$ cat src/rtl/tcse_pkg.sv
package tcse_pkg;

  // Parse phases, one per field of the record and ClientHello header
  typedef enum logic [4:0] {
    PH_TYPE    = 5'd0,
    PH_RVER    = 5'd1,
    PH_RLEN    = 5'd2,
    PH_HTYPE   = 5'd3,
    PH_HLEN    = 5'd4,
    PH_CVER    = 5'd5,
    PH_RANDOM  = 5'd6,
    PH_SIDLEN  = 5'd7,
    PH_SID     = 5'd8,
    PH_CSLEN   = 5'd9,
    PH_CS      = 5'd10,
    PH_CMLEN   = 5'd11,
    PH_CM      = 5'd12,
    PH_EXTLEN  = 5'd13,
    PH_EXTTYPE = 5'd14,
    PH_SNIHDR  = 5'd15,
    PH_NAMELEN = 5'd16,
    PH_NAME    = 5'd17,
    PH_STOP    = 5'd18
  } phase_t;

  // Status codes reported with the last beat
  localparam logic [2:0] ST_FOUND = 3'd0;
  localparam logic [2:0] ST_NOSNI = 3'd1;
  localparam logic [2:0] ST_NOTHS = 3'd2;
  localparam logic [2:0] ST_NOTCH = 3'd3;
  localparam logic [2:0] ST_TRUNC = 3'd4;

  localparam logic [7:0]  TYPE_HANDSHAKE   = 8'h16;
  localparam logic [7:0]  TYPE_CLIENTHELLO = 8'h01;
  localparam logic [15:0] RANDOM_BYTES     = 16'd32;
  localparam logic [15:0] SNI_HEADER_BYTES = 16'd5;

  // One result beat
  typedef struct packed {
    logic        name_valid;
    logic [7:0]  name_byte;
    logic [15:0] name_index;
    logic        done_res;
    logic [2:0]  status;
    logic [15:0] name_length;
    logic [7:0]  record_version_major;
    logic [7:0]  record_version_minor;
    logic [7:0]  client_version_major;
    logic [7:0]  client_version_minor;
    logic [15:0] record_length;
    logic [23:0] handshake_length;
  } sni_res_t;

endpackage

$ cat src/rtl/tcse_parser.sv
module tcse_parser (
  input  logic              clk,
  input  logic              rst_n,
  input  logic              fire,
  input  logic [7:0]        data_byte,
  input  logic              last_byte,
  output logic              res_present,
  output tcse_pkg::sni_res_t res
);
  import tcse_pkg::*;

  phase_t      phase_r, phase_nxt;
  logic [1:0]  off_r, off_nxt;
  logic [15:0] skip_r, skip_nxt;
  logic [15:0] nlen_r, nlen_nxt;
  logic [15:0] npos_r, npos_nxt;
  logic [2:0]  st_r, st_nxt;
  logic [7:0]  ver_r [4];
  logic [7:0]  ver_nxt [4];
  logic [15:0] rlen_r, rlen_nxt;
  logic [23:0] hlen_r, hlen_nxt;

  // scratch for the phase update
  logic        emit;
  logic        jump;
  phase_t      jump_ph;
  logic        skip_set;
  logic [15:0] skip_val;
  logic [1:0]  off_inc;
  logic [15:0] word;
  logic [15:0] skip_dec;
  logic        skip_done;
  logic [15:0] npos_inc;
  logic [15:0] nlen_word;

  // Phase update for one byte
  always_comb begin
    phase_nxt = phase_r;
    off_nxt   = off_r;
    skip_nxt  = skip_r;
    nlen_nxt  = nlen_r;
    npos_nxt  = npos_r;
    st_nxt    = st_r;
    ver_nxt   = ver_r;
    rlen_nxt  = rlen_r;
    hlen_nxt  = hlen_r;
    emit      = 1'b0;
    jump      = 1'b0;
    jump_ph   = phase_r;
    skip_set  = 1'b0;
    skip_val  = '0;
    off_inc   = off_r + 2'd1;
    word      = {skip_r[7:0], data_byte};
    skip_dec  = (skip_r != 16'd0) ? skip_r - 16'd1 : 16'd0;
    skip_done = (skip_dec == 16'd0);
    npos_inc  = npos_r + 16'd1;
    nlen_word = {nlen_r[7:0], data_byte};

    unique case (phase_r)
      PH_TYPE: begin
        jump = 1'b1;
        if (data_byte == TYPE_HANDSHAKE) begin
          jump_ph = PH_RVER;
        end else begin
          jump_ph = PH_STOP;
          st_nxt  = ST_NOTHS;
        end
      end
      PH_RVER: begin
        ver_nxt[{1'b0, off_r[0]}] = data_byte;
        off_nxt = off_inc;
        if (off_inc >= 2'd2) begin
          jump = 1'b1; jump_ph = PH_RLEN;
        end
      end
      PH_RLEN: begin
        rlen_nxt = {rlen_r[7:0], data_byte};
        off_nxt  = off_inc;
        if (off_inc >= 2'd2) begin
          jump = 1'b1; jump_ph = PH_HTYPE;
        end
      end
      PH_HTYPE: begin
        jump = 1'b1;
        if (data_byte == TYPE_CLIENTHELLO) begin
          jump_ph = PH_HLEN;
        end else begin
          jump_ph = PH_STOP;
          st_nxt  = ST_NOTCH;
        end
      end
      PH_HLEN: begin
        hlen_nxt = {hlen_r[15:0], data_byte};
        off_nxt  = off_inc;
        if (off_inc == 2'd3) begin
          jump = 1'b1; jump_ph = PH_CVER;
        end
      end
      PH_CVER: begin
        ver_nxt[{1'b1, off_r[0]}] = data_byte;
        off_nxt = off_inc;
        if (off_inc >= 2'd2) begin
          jump = 1'b1; jump_ph = PH_RANDOM;
          skip_set = 1'b1; skip_val = RANDOM_BYTES;
        end
      end
      PH_RANDOM, PH_SID, PH_CS, PH_CM, PH_SNIHDR: begin
        skip_nxt = skip_dec;
        if (skip_done) begin
          jump = 1'b1;
          unique case (phase_r)
            PH_RANDOM: jump_ph = PH_SIDLEN;
            PH_SID:    jump_ph = PH_CSLEN;
            PH_CS:     jump_ph = PH_CMLEN;
            PH_CM:     jump_ph = PH_EXTLEN;
            default:   jump_ph = PH_NAMELEN;
          endcase
        end
      end
      PH_SIDLEN, PH_CMLEN: begin
        // one-byte length prefix; zero skips nothing
        jump = 1'b1;
        if (data_byte == 8'd0) begin
          jump_ph = (phase_r == PH_SIDLEN) ? PH_CSLEN : PH_EXTLEN;
        end else begin
          jump_ph  = (phase_r == PH_SIDLEN) ? PH_SID : PH_CM;
          skip_set = 1'b1;
          skip_val = {8'd0, data_byte};
        end
      end
      PH_CSLEN: begin
        skip_nxt = word;
        off_nxt  = off_inc;
        if (off_inc >= 2'd2) begin
          jump = 1'b1;
          if (word == 16'd0) begin
            jump_ph = PH_CMLEN;
          end else begin
            jump_ph = PH_CS; skip_set = 1'b1; skip_val = word;
          end
        end
      end
      PH_EXTLEN: begin
        skip_nxt = word;
        off_nxt  = off_inc;
        if (off_inc >= 2'd2) begin
          jump = 1'b1; jump_ph = PH_EXTTYPE;
        end
      end
      PH_EXTTYPE: begin
        skip_nxt = word;
        off_nxt  = off_inc;
        if (off_inc >= 2'd2) begin
          jump = 1'b1;
          if (word == 16'd0) begin
            jump_ph = PH_SNIHDR; skip_set = 1'b1; skip_val = SNI_HEADER_BYTES;
          end else begin
            jump_ph = PH_STOP; st_nxt = ST_NOSNI;
          end
        end
      end
      PH_NAMELEN: begin
        nlen_nxt = nlen_word;
        off_nxt  = off_inc;
        if (off_inc >= 2'd2) begin
          npos_nxt = '0;
          jump     = 1'b1;
          if (nlen_word == 16'd0) begin
            jump_ph = PH_STOP; st_nxt = ST_FOUND;
          end else begin
            jump_ph = PH_NAME;
          end
        end
      end
      PH_NAME: begin
        emit     = 1'b1;
        npos_nxt = npos_inc;
        if (npos_inc >= nlen_r) begin
          jump = 1'b1; jump_ph = PH_STOP; st_nxt = ST_FOUND;
        end
      end
      default: begin
        // stopped: ignore bytes until the last one
      end
    endcase

    if (jump) begin
      phase_nxt = jump_ph;
      off_nxt   = '0;
      skip_nxt  = skip_set ? skip_val : 16'd0;
    end
  end

  // Result beat built from the updated fields
  always_comb begin
    res_present              = emit || last_byte;
    res                      = '0;
    res.name_valid           = emit;
    res.name_byte            = emit ? data_byte : 8'd0;
    res.name_index           = emit ? npos_r : 16'd0;
    if (last_byte) begin
      res.done_res             = 1'b1;
      res.status               = st_nxt;
      res.name_length          = nlen_nxt;
      res.record_version_major = ver_nxt[0];
      res.record_version_minor = ver_nxt[1];
      res.client_version_major = ver_nxt[2];
      res.client_version_minor = ver_nxt[3];
      res.record_length        = rlen_nxt;
      res.handshake_length     = hlen_nxt;
    end
  end

  // Parser state; the last beat of a record returns it to reset
  always_ff @(posedge clk) begin
    if (!rst_n || (fire && last_byte)) begin
      phase_r <= PH_TYPE;
      off_r   <= '0;
      skip_r  <= '0;
      nlen_r  <= '0;
      npos_r  <= '0;
      st_r    <= ST_TRUNC;
      ver_r   <= '{default: 8'd0};
      rlen_r  <= '0;
      hlen_r  <= '0;
    end else if (fire) begin
      phase_r <= phase_nxt;
      off_r   <= off_nxt;
      skip_r  <= skip_nxt;
      nlen_r  <= nlen_nxt;
      npos_r  <= npos_nxt;
      st_r    <= st_nxt;
      ver_r   <= ver_nxt;
      rlen_r  <= rlen_nxt;
      hlen_r  <= hlen_nxt;
    end
  end

  // a finished record leaves the parser at the record type
  a_reset_after_last: assert property (@(posedge clk) disable iff (!rst_n)
    fire && last_byte |=> phase_r == PH_TYPE && st_r == ST_TRUNC)
    else $error("parser not back at record start after last beat");

  // a name byte is only taken in the name phase, below the declared length
  a_name_in_range: assert property (@(posedge clk) disable iff (!rst_n)
    phase_r == PH_NAME |-> npos_r < nlen_r)
    else $error("name position beyond declared name length");

  // stopped phase always carries a decided status
  a_stop_status: assert property (@(posedge clk) disable iff (!rst_n)
    phase_r == PH_STOP |-> st_r != ST_TRUNC)
    else $error("stopped without a decided status");

endmodule

$ cat src/rtl/tls_client_hello_sni_extractor_core.sv
// TLS ClientHello server-name extractor.
//
// Input channel: one record byte per beat on in_data_byte, in_last_byte high
// on the final byte. A beat is taken when in_valid is high and in_stall low.
// Result channel: a beat is offered for every name byte and for the last
// byte of a record (one beat if both). out_done_res marks the record summary
// with status, name length and the captured header fields.
//
// Each byte taken is held in the input register, parsed from there, and its
// result is captured in the result register that drives the out_ ports.
// Throughput: one byte per cycle while out_stall lets the result register drain,
// set by the single parse stage; the input register can take one more byte while a result waits to be taken.
// When out_stall is high with a result pending, the parse stage holds and
// in_stall rises as soon as the input register is occupied.
// Reset (rst_n low, synchronous) empties both registers and puts the parser
// at the record type byte; it also returns there after every last byte.
module tls_client_hello_sni_extractor_core (
  input  logic        clk,
  input  logic        rst_n,
  input  logic        in_valid,
  output logic        in_stall,
  input  logic [7:0]  in_data_byte,
  input  logic        in_last_byte,
  output logic        out_valid,
  input  logic        out_stall,
  output logic        out_name_valid,
  output logic [7:0]  out_name_byte,
  output logic [15:0] out_name_index,
  output logic        out_done_res,
  output logic [2:0]  out_status,
  output logic [15:0] out_name_length,
  output logic [7:0]  out_record_version_major,
  output logic [7:0]  out_record_version_minor,
  output logic [7:0]  out_client_version_major,
  output logic [7:0]  out_client_version_minor,
  output logic [15:0] out_record_length,
  output logic [23:0] out_handshake_length
);
  import tcse_pkg::*;

  logic       s1_valid_r;
  logic [7:0] s1_byte_r;
  logic       s1_last_r;
  logic       out_valid_r;
  sni_res_t   res_r;
  sni_res_t   res;
  logic       res_present;
  logic       adv;
  logic       fire;
  logic       in_take;

  // parse stage moves when the result register is free or being drained
  assign adv      = !out_valid_r || !out_stall;
  assign fire     = s1_valid_r && adv;
  assign in_stall = s1_valid_r && !adv;
  assign in_take  = in_valid && !in_stall;

  // Input register
  always_ff @(posedge clk) begin
    if (!rst_n) begin
      s1_valid_r <= 1'b0;
    end else if (in_take) begin
      s1_valid_r <= 1'b1;
    end else if (fire) begin
      s1_valid_r <= 1'b0;
    end
  end

  always_ff @(posedge clk) begin
    if (in_take) begin
      s1_byte_r <= in_data_byte;
      s1_last_r <= in_last_byte;
    end
  end

  tcse_parser u_parser (
    .clk        (clk),
    .rst_n      (rst_n),
    .fire       (fire),
    .data_byte  (s1_byte_r),
    .last_byte  (s1_last_r),
    .res_present(res_present),
    .res        (res)
  );

  // Result register
  always_ff @(posedge clk) begin
    if (!rst_n) begin
      out_valid_r <= 1'b0;
    end else if (adv) begin
      out_valid_r <= fire && res_present;
    end
  end

  always_ff @(posedge clk) begin
    if (fire && res_present) begin
      res_r <= res;
    end
  end

  assign out_valid                = out_valid_r;
  assign out_name_valid           = res_r.name_valid;
  assign out_name_byte            = res_r.name_byte;
  assign out_name_index           = res_r.name_index;
  assign out_done_res             = res_r.done_res;
  assign out_status               = res_r.status;
  assign out_name_length          = res_r.name_length;
  assign out_record_version_major = res_r.record_version_major;
  assign out_record_version_minor = res_r.record_version_minor;
  assign out_client_version_major = res_r.client_version_major;
  assign out_client_version_minor = res_r.client_version_minor;
  assign out_record_length        = res_r.record_length;
  assign out_handshake_length     = res_r.handshake_length;

  // every result beat carries a name byte or the record summary
  a_beat_has_content: assert property (@(posedge clk) disable iff (!rst_n)
    out_valid_r |-> res_r.name_valid || res_r.done_res)
    else $error("empty result beat");

  // summary fields are zero on a name-only beat
  a_summary_zero: assert property (@(posedge clk) disable iff (!rst_n)
    out_valid_r && !res_r.done_res |-> res_r.status == ST_FOUND
      && res_r.name_length == 16'd0 && res_r.handshake_length == 24'd0)
    else $error("summary fields set without done");

  // a stalled pending result never lets the parse stage advance
  a_hold_on_stall: assert property (@(posedge clk) disable iff (!rst_n)
    out_valid_r && out_stall |-> !fire)
    else $error("parse stage advanced over a stalled result");

  // status stays within the defined codes
  a_status_code: assert property (@(posedge clk) disable iff (!rst_n)
    out_valid_r && res_r.done_res |-> res_r.status == ST_FOUND
      || res_r.status == ST_NOSNI || res_r.status == ST_NOTHS
      || res_r.status == ST_NOTCH || res_r.status == ST_TRUNC)
    else $error("undefined status code");

endmodule

$ cat config.mk
export PLATFORM = sky130hd
export DESIGN_NAME = tls_client_hello_sni_extractor_core
export DESIGN_NICKNAME = d
export VERILOG_FILES = /design/src/rtl/tcse_pkg.sv /design/src/rtl/tcse_parser.sv /design/src/rtl/tls_client_hello_sni_extractor_core.sv
export SDC_FILE = /design/constraint.sdc
export NUM_CORES = 1
export LEC_CHECK = 0
export BUFFER_PORTS_ARGS = -buffer_cell sky130_fd_sc_hd__buf_2
export CORE_MARGIN = 3
export CORE_UTILIZATION = 35
export DETAILED_ROUTE_END_ITERATION = 10
export SETUP_SLACK_MARGIN = 0.02
export SKIP_CTS_REPAIR_TIMING = 1
export SLEW_MARGIN = 10
export SYNTH_ARGS = -nofsm -noshare
export SYNTH_HDL_FRONTEND = slang
export SYNTH_HIERARCHICAL = 1
export SYNTH_SLANG_ARGS = --single-unit
$ cat constraint.sdc
create_clock -name clk -period 11.1 [get_ports clk]
set_clock_uncertainty 0.2 [all_clocks]
set_input_delay 1.665 -clock clk [delete_from_list [all_inputs] [get_ports clk]]
set_output_delay 1.665 -clock clk [all_outputs]
set_load 0.02 [all_outputs]
==> run metrics, run 1 <==
Net Switching=0.000594 W; status=finished, final reports clean; GRT overflow=0; syn nets=1,415; mux cell area share after synthesis=0.0293; RSZ-0062 raised after global routing=false; CTS Buf Count=29; met1 WL=15.3 mm; CP required=11,380 ps; clock power share=0.430; Die Ht=194 µm; largest family of logic cells by synthesized area=simple AND/OR/NAND/NOR gates; mean post-synth cell area=8.94 µm²; Port Buffers=131; n_diodes=0; Mapped Cells=1,380; drt first-iter violations=1,028; Initial Utilization=0.356; Seq/Total Area, Yosys=0.521; VDD IR max=0.123 mV; most frequent cells in the layout=303 x nand2_1, 188 x a21oi_1, 132 x dfxtp_1; Seq pwr share=0.459; highest routed metal layer=met4; Worst Setup Start Kind=flip-flop; Mapped Area=12,300 µm²; Final Setup Violations=0; Ys Warns=6; Net Sw Frac=0.263; XOR/XNOR Fraction of Synth Area=0.0163; worst-skew pair later-pin latency=570 ps; Final Net Count=1,491; min cycle time layout=5230 ps; post-synthesis cell type count=66; EDFF count, synth=126; most common cell after layout, fill and taps aside=nand2_1; CTS sink count=258; Most used DFF post-synth=dfxtp_1; Synth Area in Adders=0.0223; largest area contributor in the netlist=edfxtp_1; Max-slew headroom=0.208; core area=34,600 µm²; cell area power density=158 nW/µm²; ranking of synthesized cells by area=edfxtp_1 31%, dfxtp_1 21%, nand2_1 9.2%; DRT Pass-1 Iters=5; CP Class=reg2reg; largest fanout on the critical path=22; Worst setup EP type=flip-flop; Wirelength per Cell=17.2 µm; Layout area overhead=15.9%; fin crit share=0.471; Final ANT Viol Nets=0; final hold vios=0; ys async rst share=0; global-route wire length before repair=53.3 mm; CTS clk-pin slew, worst paths=60 ps; fmax=191 MHz; Layout fillers=3,402; Leak=5.28 nW; Hold WC Path Type=reg2reg; largest net degree at the start of global routing=92; initial antenna violation count=0; root buffer cell=clkbuf_16; FP Rows=68; Int Power=0.00167 W; share of layout cells above drive strength 1=0.148; routed via count=10,300; CTS tree=built; full die area=37,600 µm²; hpwl dp=20.8 mm; total of max-cap violations=0; H-tree levels=1; WL final=33.2 mm; vias per cell=5.33; vias in the first global route=9,728; Synth Area in Compound Gates=0.143; final setup TNS=0 ps; # DRC=0; combinational power share=0.111; RePlAce Congestion=0.848; simple-gate share of the synthesized area=0.227; Max Buffers Root-to-Sink=3; Worst-Margin Slew=1190 ps; area share of the largest cell type after synthesis=0.307; final hold slack=255 ps; total track usage=0.170; DR WL met3=1.94 mm; DR WL met2=15.3 mm; I/O pin total=132; Seq cells post-synth=258; Arr. time, crit path=5510 ps; die width=194 µm; Slew Viols, Final=0
==> final timing paths <==
path                 startpoint                   to  slack (ps)  cells after the start
min reg2reg   u_parser/ver_r[6]    u_parser/ver_r[6]         250                      2
max          u_parser/npos_r[0]  u_parser/skip_r[14]        5870                     13
max reg2reg  u_parser/npos_r[0]  u_parser/skip_r[14]        5870                     13
min           u_parser/ver_r[6]    u_parser/ver_r[6]         250                      2
==> per-stage QoR <==
stage               instance area (µm²)  setup WS (ps)  total power (W)  cells  utilization
finish                            14300           5870          0.00226   1934        0.413
CTS                               14300           5700          0.00228   1934        0.413
floorplan                         12300           2950          0.00124   1380            -
global placement                  13300           5830          0.00130   1880        0.385
global route                      14300           5360          0.00234   1934        0.413
detailed placement                13300           5670          0.00131   1880        0.385
==> power by group through the flow <==
stage / clock network (W) / logic [W] / registers (W)
2_1_floorplan: 0 / 0.000175 / 0.00106
3_3_place_gp: 0 / 0.000244 / 0.00106
3_5_place_dp: 0 / 0.000247 / 0.00106
4_1_cts: 0.000993 / 0.000248 / 0.00104
5_1_grt: 0.00103 / 0.000274 / 0.00104
6_report: 0.000971 / 0.000251 / 0.00104
==> cell usage after synthesis (3+ instances only) <==
| cell | instances |
|---|---|
| a211oi_1 | 3 |
| inv_1 | 25 |
| mux2i_1 | 35 |
| nand3b_1 | 8 |
| o221ai_1 | 8 |
| o31ai_1 | 5 |
| a32oi_1 | 9 |
| dfxtp_1 | 132 |
| clkbuf_1 | 86 |
| nand2_1 | 304 |
| ha_1 | 22 |
| a21oi_1 | 191 |
| o32ai_1 | 3 |
| o211ai_1 | 5 |
| or2_2 | 3 |
| xnor2_1 | 14 |
| nor3_1 | 19 |
| buf_1 | 7 |
| nor3b_1 | 4 |
| a31oi_1 | 8 |
| nand4_1 | 13 |
| a22oi_1 | 8 |
| nand3_1 | 71 |
| edfxtp_1 | 126 |
| buf_2 | 10 |
| buf_4 | 3 |
| o21a_1 | 3 |
| and3_1 | 38 |
| or3_1 | 7 |
| o2111ai_1 | 3 |
| a2111oi_0 | 3 |
| nor2_1 | 89 |
| xor2_1 | 9 |
| and3b_1 | 3 |
| and2_1 | 5 |
| nor4_1 | 7 |
| a21o_1 | 3 |
| nor2b_1 | 11 |
| nand2b_1 | 7 |
| o21ai_0 | 37 |
==> cells by family (layout without fill, tap and decap cells) <==
kind of cell / Yosys count / count (layout)
buf+inv: 132 / 231
compound gates: 303 / 303
flops: 258 / 258
simple gates: 606 / 606
fa+ha+maj: 22 / 22
mux: 36 / 36
xor+xnor: 23 / 23
==> sequential cells by signal, indices dropped and copies added, names as in the netlist, 2 cells and up <==
| signal | cells |
|---|---|
| out_client_version_minor | 8 |
| u_parser/skip_r | 16 |
| out_record_length | 16 |
| u_parser/npos_r | 16 |
| u_parser/off_r | 2 |
| u_parser/st_r | 3 |
| u_parser/phase_r | 5 |
| out_record_version_major | 8 |
| u_parser/hlen_r | 24 |
| s1_byte_r | 8 |
| out_name_index | 16 |
| u_parser/rlen_r | 16 |
| out_handshake_length | 24 |
| u_parser/ver_r | 32 |
| out_client_version_major | 8 |
| u_parser/nlen_r | 16 |
| out_record_version_minor | 8 |
| out_name_byte | 8 |
| out_status | 3 |
| out_name_length | 16 |
==> critical path, stage by stage, from the launching register on <==
cell	delay (ps)
dfxtp_1	430
nand3_1	150
nor4_1	620
and3_1	370
nand3_1	120
xnor2_1	220
ha_1	280
a211oi_1	240
nor2_1	90
a2111oi_1	800
o21ai_0	320
a21oi_2	850
a32oi_1	210
o221ai_1	230
==> routing by layer <==
| metal | GRT usage | up-vias |
|---|---|---|
| li1 | - | 5022 |
| met1 | 0.241 | 4938 |
| met2 | 0.276 | 301 |
| met3 | 0.0243 | 47 |
| met4 | 0.0423 | 0 |
| met5 | 0 | - |
==> layout make-up <==
cell class	count	area [µm²]	share of cell area
tap	455	569	0.0398
sequential	258	6430	0.449
clock inverter	13	169	0.0118
inverter	26	97.6	0.00682
multi-input combinational	990	5440	0.380
timing repair buffer	151	806	0.0563
clock buffer	41	802	0.0561
No activity file was read; power rests on OpenSTA's default activity.
==> run 2: changes to the inputs <==
==> constraint.sdc (replaced) <==
create_clock -name clk -period 4.6 [get_ports clk]
set_clock_uncertainty 0.2 [all_clocks]
set_input_delay 0.69 -clock clk [delete_from_list [all_inputs] [get_ports clk]]
set_output_delay 0.69 -clock clk [all_outputs]
set_load 0.02 [all_outputs]
==> run metrics, run 2 (synthesis gave the netlist of run 1 again) <==
hpwl dp=21.6 mm; Sequential Area=6430 µm²; # DRC=0; final hold vios=0; root buffer cell=clkbuf_16; total track usage=0.173; DRT Pass-1 Iters=5; total of max-cap violations=0; Layout Cells excl Fill=1,949; RSZ-0062 raised after global routing=false; Worst Setup Start Kind=flip-flop; WL final=33.9 mm; Slew Viols, Final=0; routed via count=10,300; max reg flops=32; Port Buffers=131; CTS sink count=258; CTS tree=built; Final Net Count=1,506; largest net degree at the start of global routing=96; Layout fillers=3,426; setup ws final=425 ps; fin crit share=0.908; core area=34,600 µm²; Die Ht=194 µm; GRT overflow=0; most frequent cells in the layout=303 x nand2_1, 189 x a21oi_1, 132 x dfxtp_1; Max Buffers Root-to-Sink=3; RePlAce Congestion=0.891; FP Rows=68; share of layout cells above drive strength 1=0.155; CTS Buf Count=29; vias in the first global route=9,879; Final Setup Violations=0; CP Class=reg2reg; Worst setup EP type=flip-flop; full die area=37,600 µm²; Leak=5.36 nW; drt first-iter violations=871; status=finished, final reports clean; global-route wire length before repair=54.3 mm; vias per cell=5.29; Hold WC Path Type=in2reg; Max-slew headroom=0.319; VDD IR max=0.294 mV; most common cell after layout, fill and taps aside=nand2_1; Layout area overhead=16.8%; Wirelength per Cell=17.4 µm; fmax=240 MHz; Worst-Margin Slew=1020 ps; largest fanout on the critical path=7; CTS clk-pin slew, worst paths=60 ps; final setup TNS=0 ps; die width=194 µm; Place WS=369 ps; min cycle time layout=4180 ps; cell area power density=375 nW/µm²; worst-skew pair later-pin latency=560 ps; area of the multi-input gates=5430 µm²; n_diodes=0; Final ANT Viol Nets=0; CP required=4660 ps; initial antenna violation count=0; Biggest register=u_parser/ver_r; # placed instances=1,895; H-tree levels=1; Initial Utilization=0.356; I/O pin total=132; Arr. time, crit path=4230 ps
run 2: cell types whose count changed in the layout (fill, tap and decap cells not counted), moves of 2 or more:
cell        previous run  this run
bufinv_16              3         1
clkbuf_8               1         6
clkbuf_1              10        13
clkinvlp_4             3         0
buf_12                 0         2
buf_4                 20        32
run 2: layout make-up:
cell class                      count  share of cell area
Clock buffer                       49              0.0612
Clock inverter                      5             0.00477
Inverter                           26             0.00677
Multi-Input combinational cell    990               0.377
Sequential cell                   258               0.446
Tap cell                          455              0.0395
Timing Repair Buffer              166              0.0657
run 2: path summary, 6_finish.rpt:
| path | slack, ps | cells after the start | start | endpoint |
|---|---|---|---|---|
| max reg2reg | 420 | 14 | u_parser/npos_r[0] | out_status[0] |
| max | 420 | 14 | u_parser/npos_r[0] | out_status[0] |
| min reg2reg | 260 | 2 | u_parser/hlen_r[22] | u_parser/hlen_r[22] |
| min | 110 | 1 | in_data_byte[1] | s1_byte_r[1] |
run 2: power breakdown:
| part | switching, W | leakage [nW] | internal, W |
|---|---|---|---|
| clock network | 0.000915 | 0.464 | 0.00136 |
| logic | 0.000440 | 2.60 | 0.000189 |
| registers | 0.0000504 | 2.29 | 0.00245 |
| total | 0.00140 | 5.36 | 0.00400 |
run 2: stage by stage:
step / util / total power (W) / hold slack, ps / instance area, µm²
3_3_place_gp: 0.389 / 0.00316 / 242 / 13500
4_1_cts: 0.416 / 0.00546 / 88.7 / 14400
3_5_place_dp: 0.389 / 0.00317 / 247 / 13500
5_1_grt: 0.416 / 0.00563 / 82.0 / 14400
2_1_floorplan: - / 0.00298 / 236 / 12400
6_report: 0.416 / 0.00541 / 112 / 14400
run 2: metal layers:
| layer | GRT usage | vias to the layer above | wire length [µm] |
|---|---|---|---|
| li1 | - | 5049 | - |
| met1 | 0.239 | 4874 | 15300 |
| met2 | 0.282 | 332 | 15800 |
| met3 | 0.0316 | 47 | 2110 |
| met4 | 0.0445 | 0 | 699 |
| met5 | 0 | - | 0 |
run 2: worst max-delay path: stages, from the launching register on:
cell	delay, ps
dfxtp_1	440
ha_1	260
nand3_1	200
nor3_1	280
and3_1	300
nand3_1	130
xnor2_1	170
ha_1	300
nand4_1	140
nor2_1	140
o2111ai_1	220
o211a_1	340
a211o_1	300
o32ai_1	330
a21oi_1	130
==> run 3: changes to the inputs <==
--- a/config.mk
+++ b/config.mk
@@ -9,6 +9,7 @@
 export CORE_MARGIN = 3
 export CORE_UTILIZATION = 35
 export DETAILED_ROUTE_END_ITERATION = 10
+export RECOVER_POWER = 50
 export SETUP_SLACK_MARGIN = 0.02
 export SKIP_CTS_REPAIR_TIMING = 1
 export SLEW_MARGIN = 10
==> constraint.sdc (replaced) <==
create_clock -name clk -period 4.3 [get_ports clk]
set_clock_uncertainty 0.2 [all_clocks]
set_input_delay 0.645 -clock clk [delete_from_list [all_inputs] [get_ports clk]]
set_output_delay 0.645 -clock clk [all_outputs]
set_load 0.02 [all_outputs]
==> run metrics, run 3 (synthesis gave the netlist of run 1 again) <==
status=finished, final reports clean; Worst-Margin Slew=1440 ps; max reg flops=32; Final Setup Violations=0; Hold WC Path Type=in2reg; Port Buffers=131; WL final=34.0 mm; VDD IR max=0.268 mV; Place WS=43.0 ps; CTS clk-pin slew, worst paths=60 ps; Leak=5.02 nW; Die Ht=194 µm; vias per cell=5.28; min cycle time layout=4030 ps; die width=194 µm; # placed instances=1,900; drt first-iter violations=689; core area=34,600 µm²; fmax=248 MHz; Wirelength per Cell=17.4 µm; fin crit share=0.938; routed via count=10,300; Final ANT Viol Nets=0; CTS sink count=258; CTS tree=built; Slew Viols, Final=0; vias in the first global route=10,000; initial antenna violation count=0; largest net degree at the start of global routing=92; global-route wire length before repair=54.4 mm; Worst Setup Start Kind=flip-flop; Biggest register=u_parser/ver_r; root buffer cell=clkbuf_16; H-tree levels=1; Layout fillers=3,450; I/O pin total=132; total track usage=0.174; Final Net Count=1,512; CP Class=reg2reg; n_diodes=0; most common cell after layout, fill and taps aside=nand2_1; final hold slack=63.3 ps; # DRC=0; share of layout cells above drive strength 1=0.0821; Worst setup EP type=flip-flop; DRT Pass-1 Iters=5; hpwl dp=22.1 mm; GRT overflow=0; worst-skew pair later-pin latency=560 ps; setup ws final=265 ps; total of max-cap violations=0; Initial Utilization=0.356; most frequent cells in the layout=303 x nand2_1, 189 x a21oi_1, 132 x clkbuf_1; CTS Buf Count=28; Max-slew headroom=0.0411; FP Rows=68; full die area=37,600 µm²; RSZ-0062 raised after global routing=false; cell area power density=408 nW/µm²; largest fanout on the critical path=5; Max Buffers Root-to-Sink=3; CP required=4550 ps; Layout Cells excl Fill=1,954; final hold vios=0; Layout area overhead=16.3%; RePlAce Congestion=0.905; r2r setup slk=270 ps; Arr. time, crit path=4290 ps
-- run 3: final timing paths --
kind,start,endpoint,depth (start not counted)
setup / recovery,u_parser/npos_r[1],u_parser/off_r[1],14
hold / removal,in_data_byte[5],s1_byte_r[5],1
setup reg to reg,u_parser/npos_r[1],u_parser/off_r[1],14
hold reg to reg,u_parser/ver_r[12],u_parser/ver_r[12],2
-- run 3: cell type report --
| type | count | area (µm²) | area share |
|---|---|---|---|
| well taps | 455 | 569 | 0.0397 |
| repair buffers | 173 | 816 | 0.0568 |
| flip-flops and latches | 258 | 6430 | 0.448 |
| multi-input cells | 990 | 5460 | 0.380 |
| clock buffers | 40 | 818 | 0.0570 |
| inverters | 26 | 97.6 | 0.00680 |
| clock inverters | 12 | 164 | 0.0114 |
-- run 3: metrics by stage --
step	setup TNS, ps	util	instance area [µm²]	power, W
after floorplan	0	-	12400	0.00318
after global placement	0	0.390	13500	0.00338
after detailed placement	0	0.390	13500	0.00339
after CTS	-6.11	0.418	14500	0.00592
after global routing	0	0.414	14400	0.00607
final	0	0.414	14400	0.00585
-- run 3: worst max-delay path: stages, from the launching register on --
cell,delay (ps)
dfxtp_1,390
ha_1,280
nand3_2,150
nor3_2,240
and3_2,260
nand3_1,130
xnor2_2,170
ha_1,280
nand4_1,160
nor2_1,150
o2111ai_1,220
o211a_1,370
buf_4,170
or4_4,540
o32ai_2,210
-- run 3: where the power goes --
| group | internal (W) | total, W | leakage [nW] | switching (W) |
|---|---|---|---|---|
| sequential | 0.00262 | 0.00267 | 2.29 | 0.0000491 |
| combinational | 0.000191 | 0.000666 | 2.26 | 0.000476 |
| clock | 0.00151 | 0.00252 | 0.475 | 0.00101 |
| total | 0.00432 | 0.00585 | 5.02 | 0.00153 |
-- run 3: layer usage --
layer | vias to the layer above | GRT usage | part of all wire
met5 | - | 0 | 0
met4 | 0 | 0.0418 | 0.017
met3 | 45 | 0.0259 | 0.058
met2 | 311 | 0.286 | 0.47
met1 | 4913 | 0.242 | 0.46
li1 | 5053 | - | -
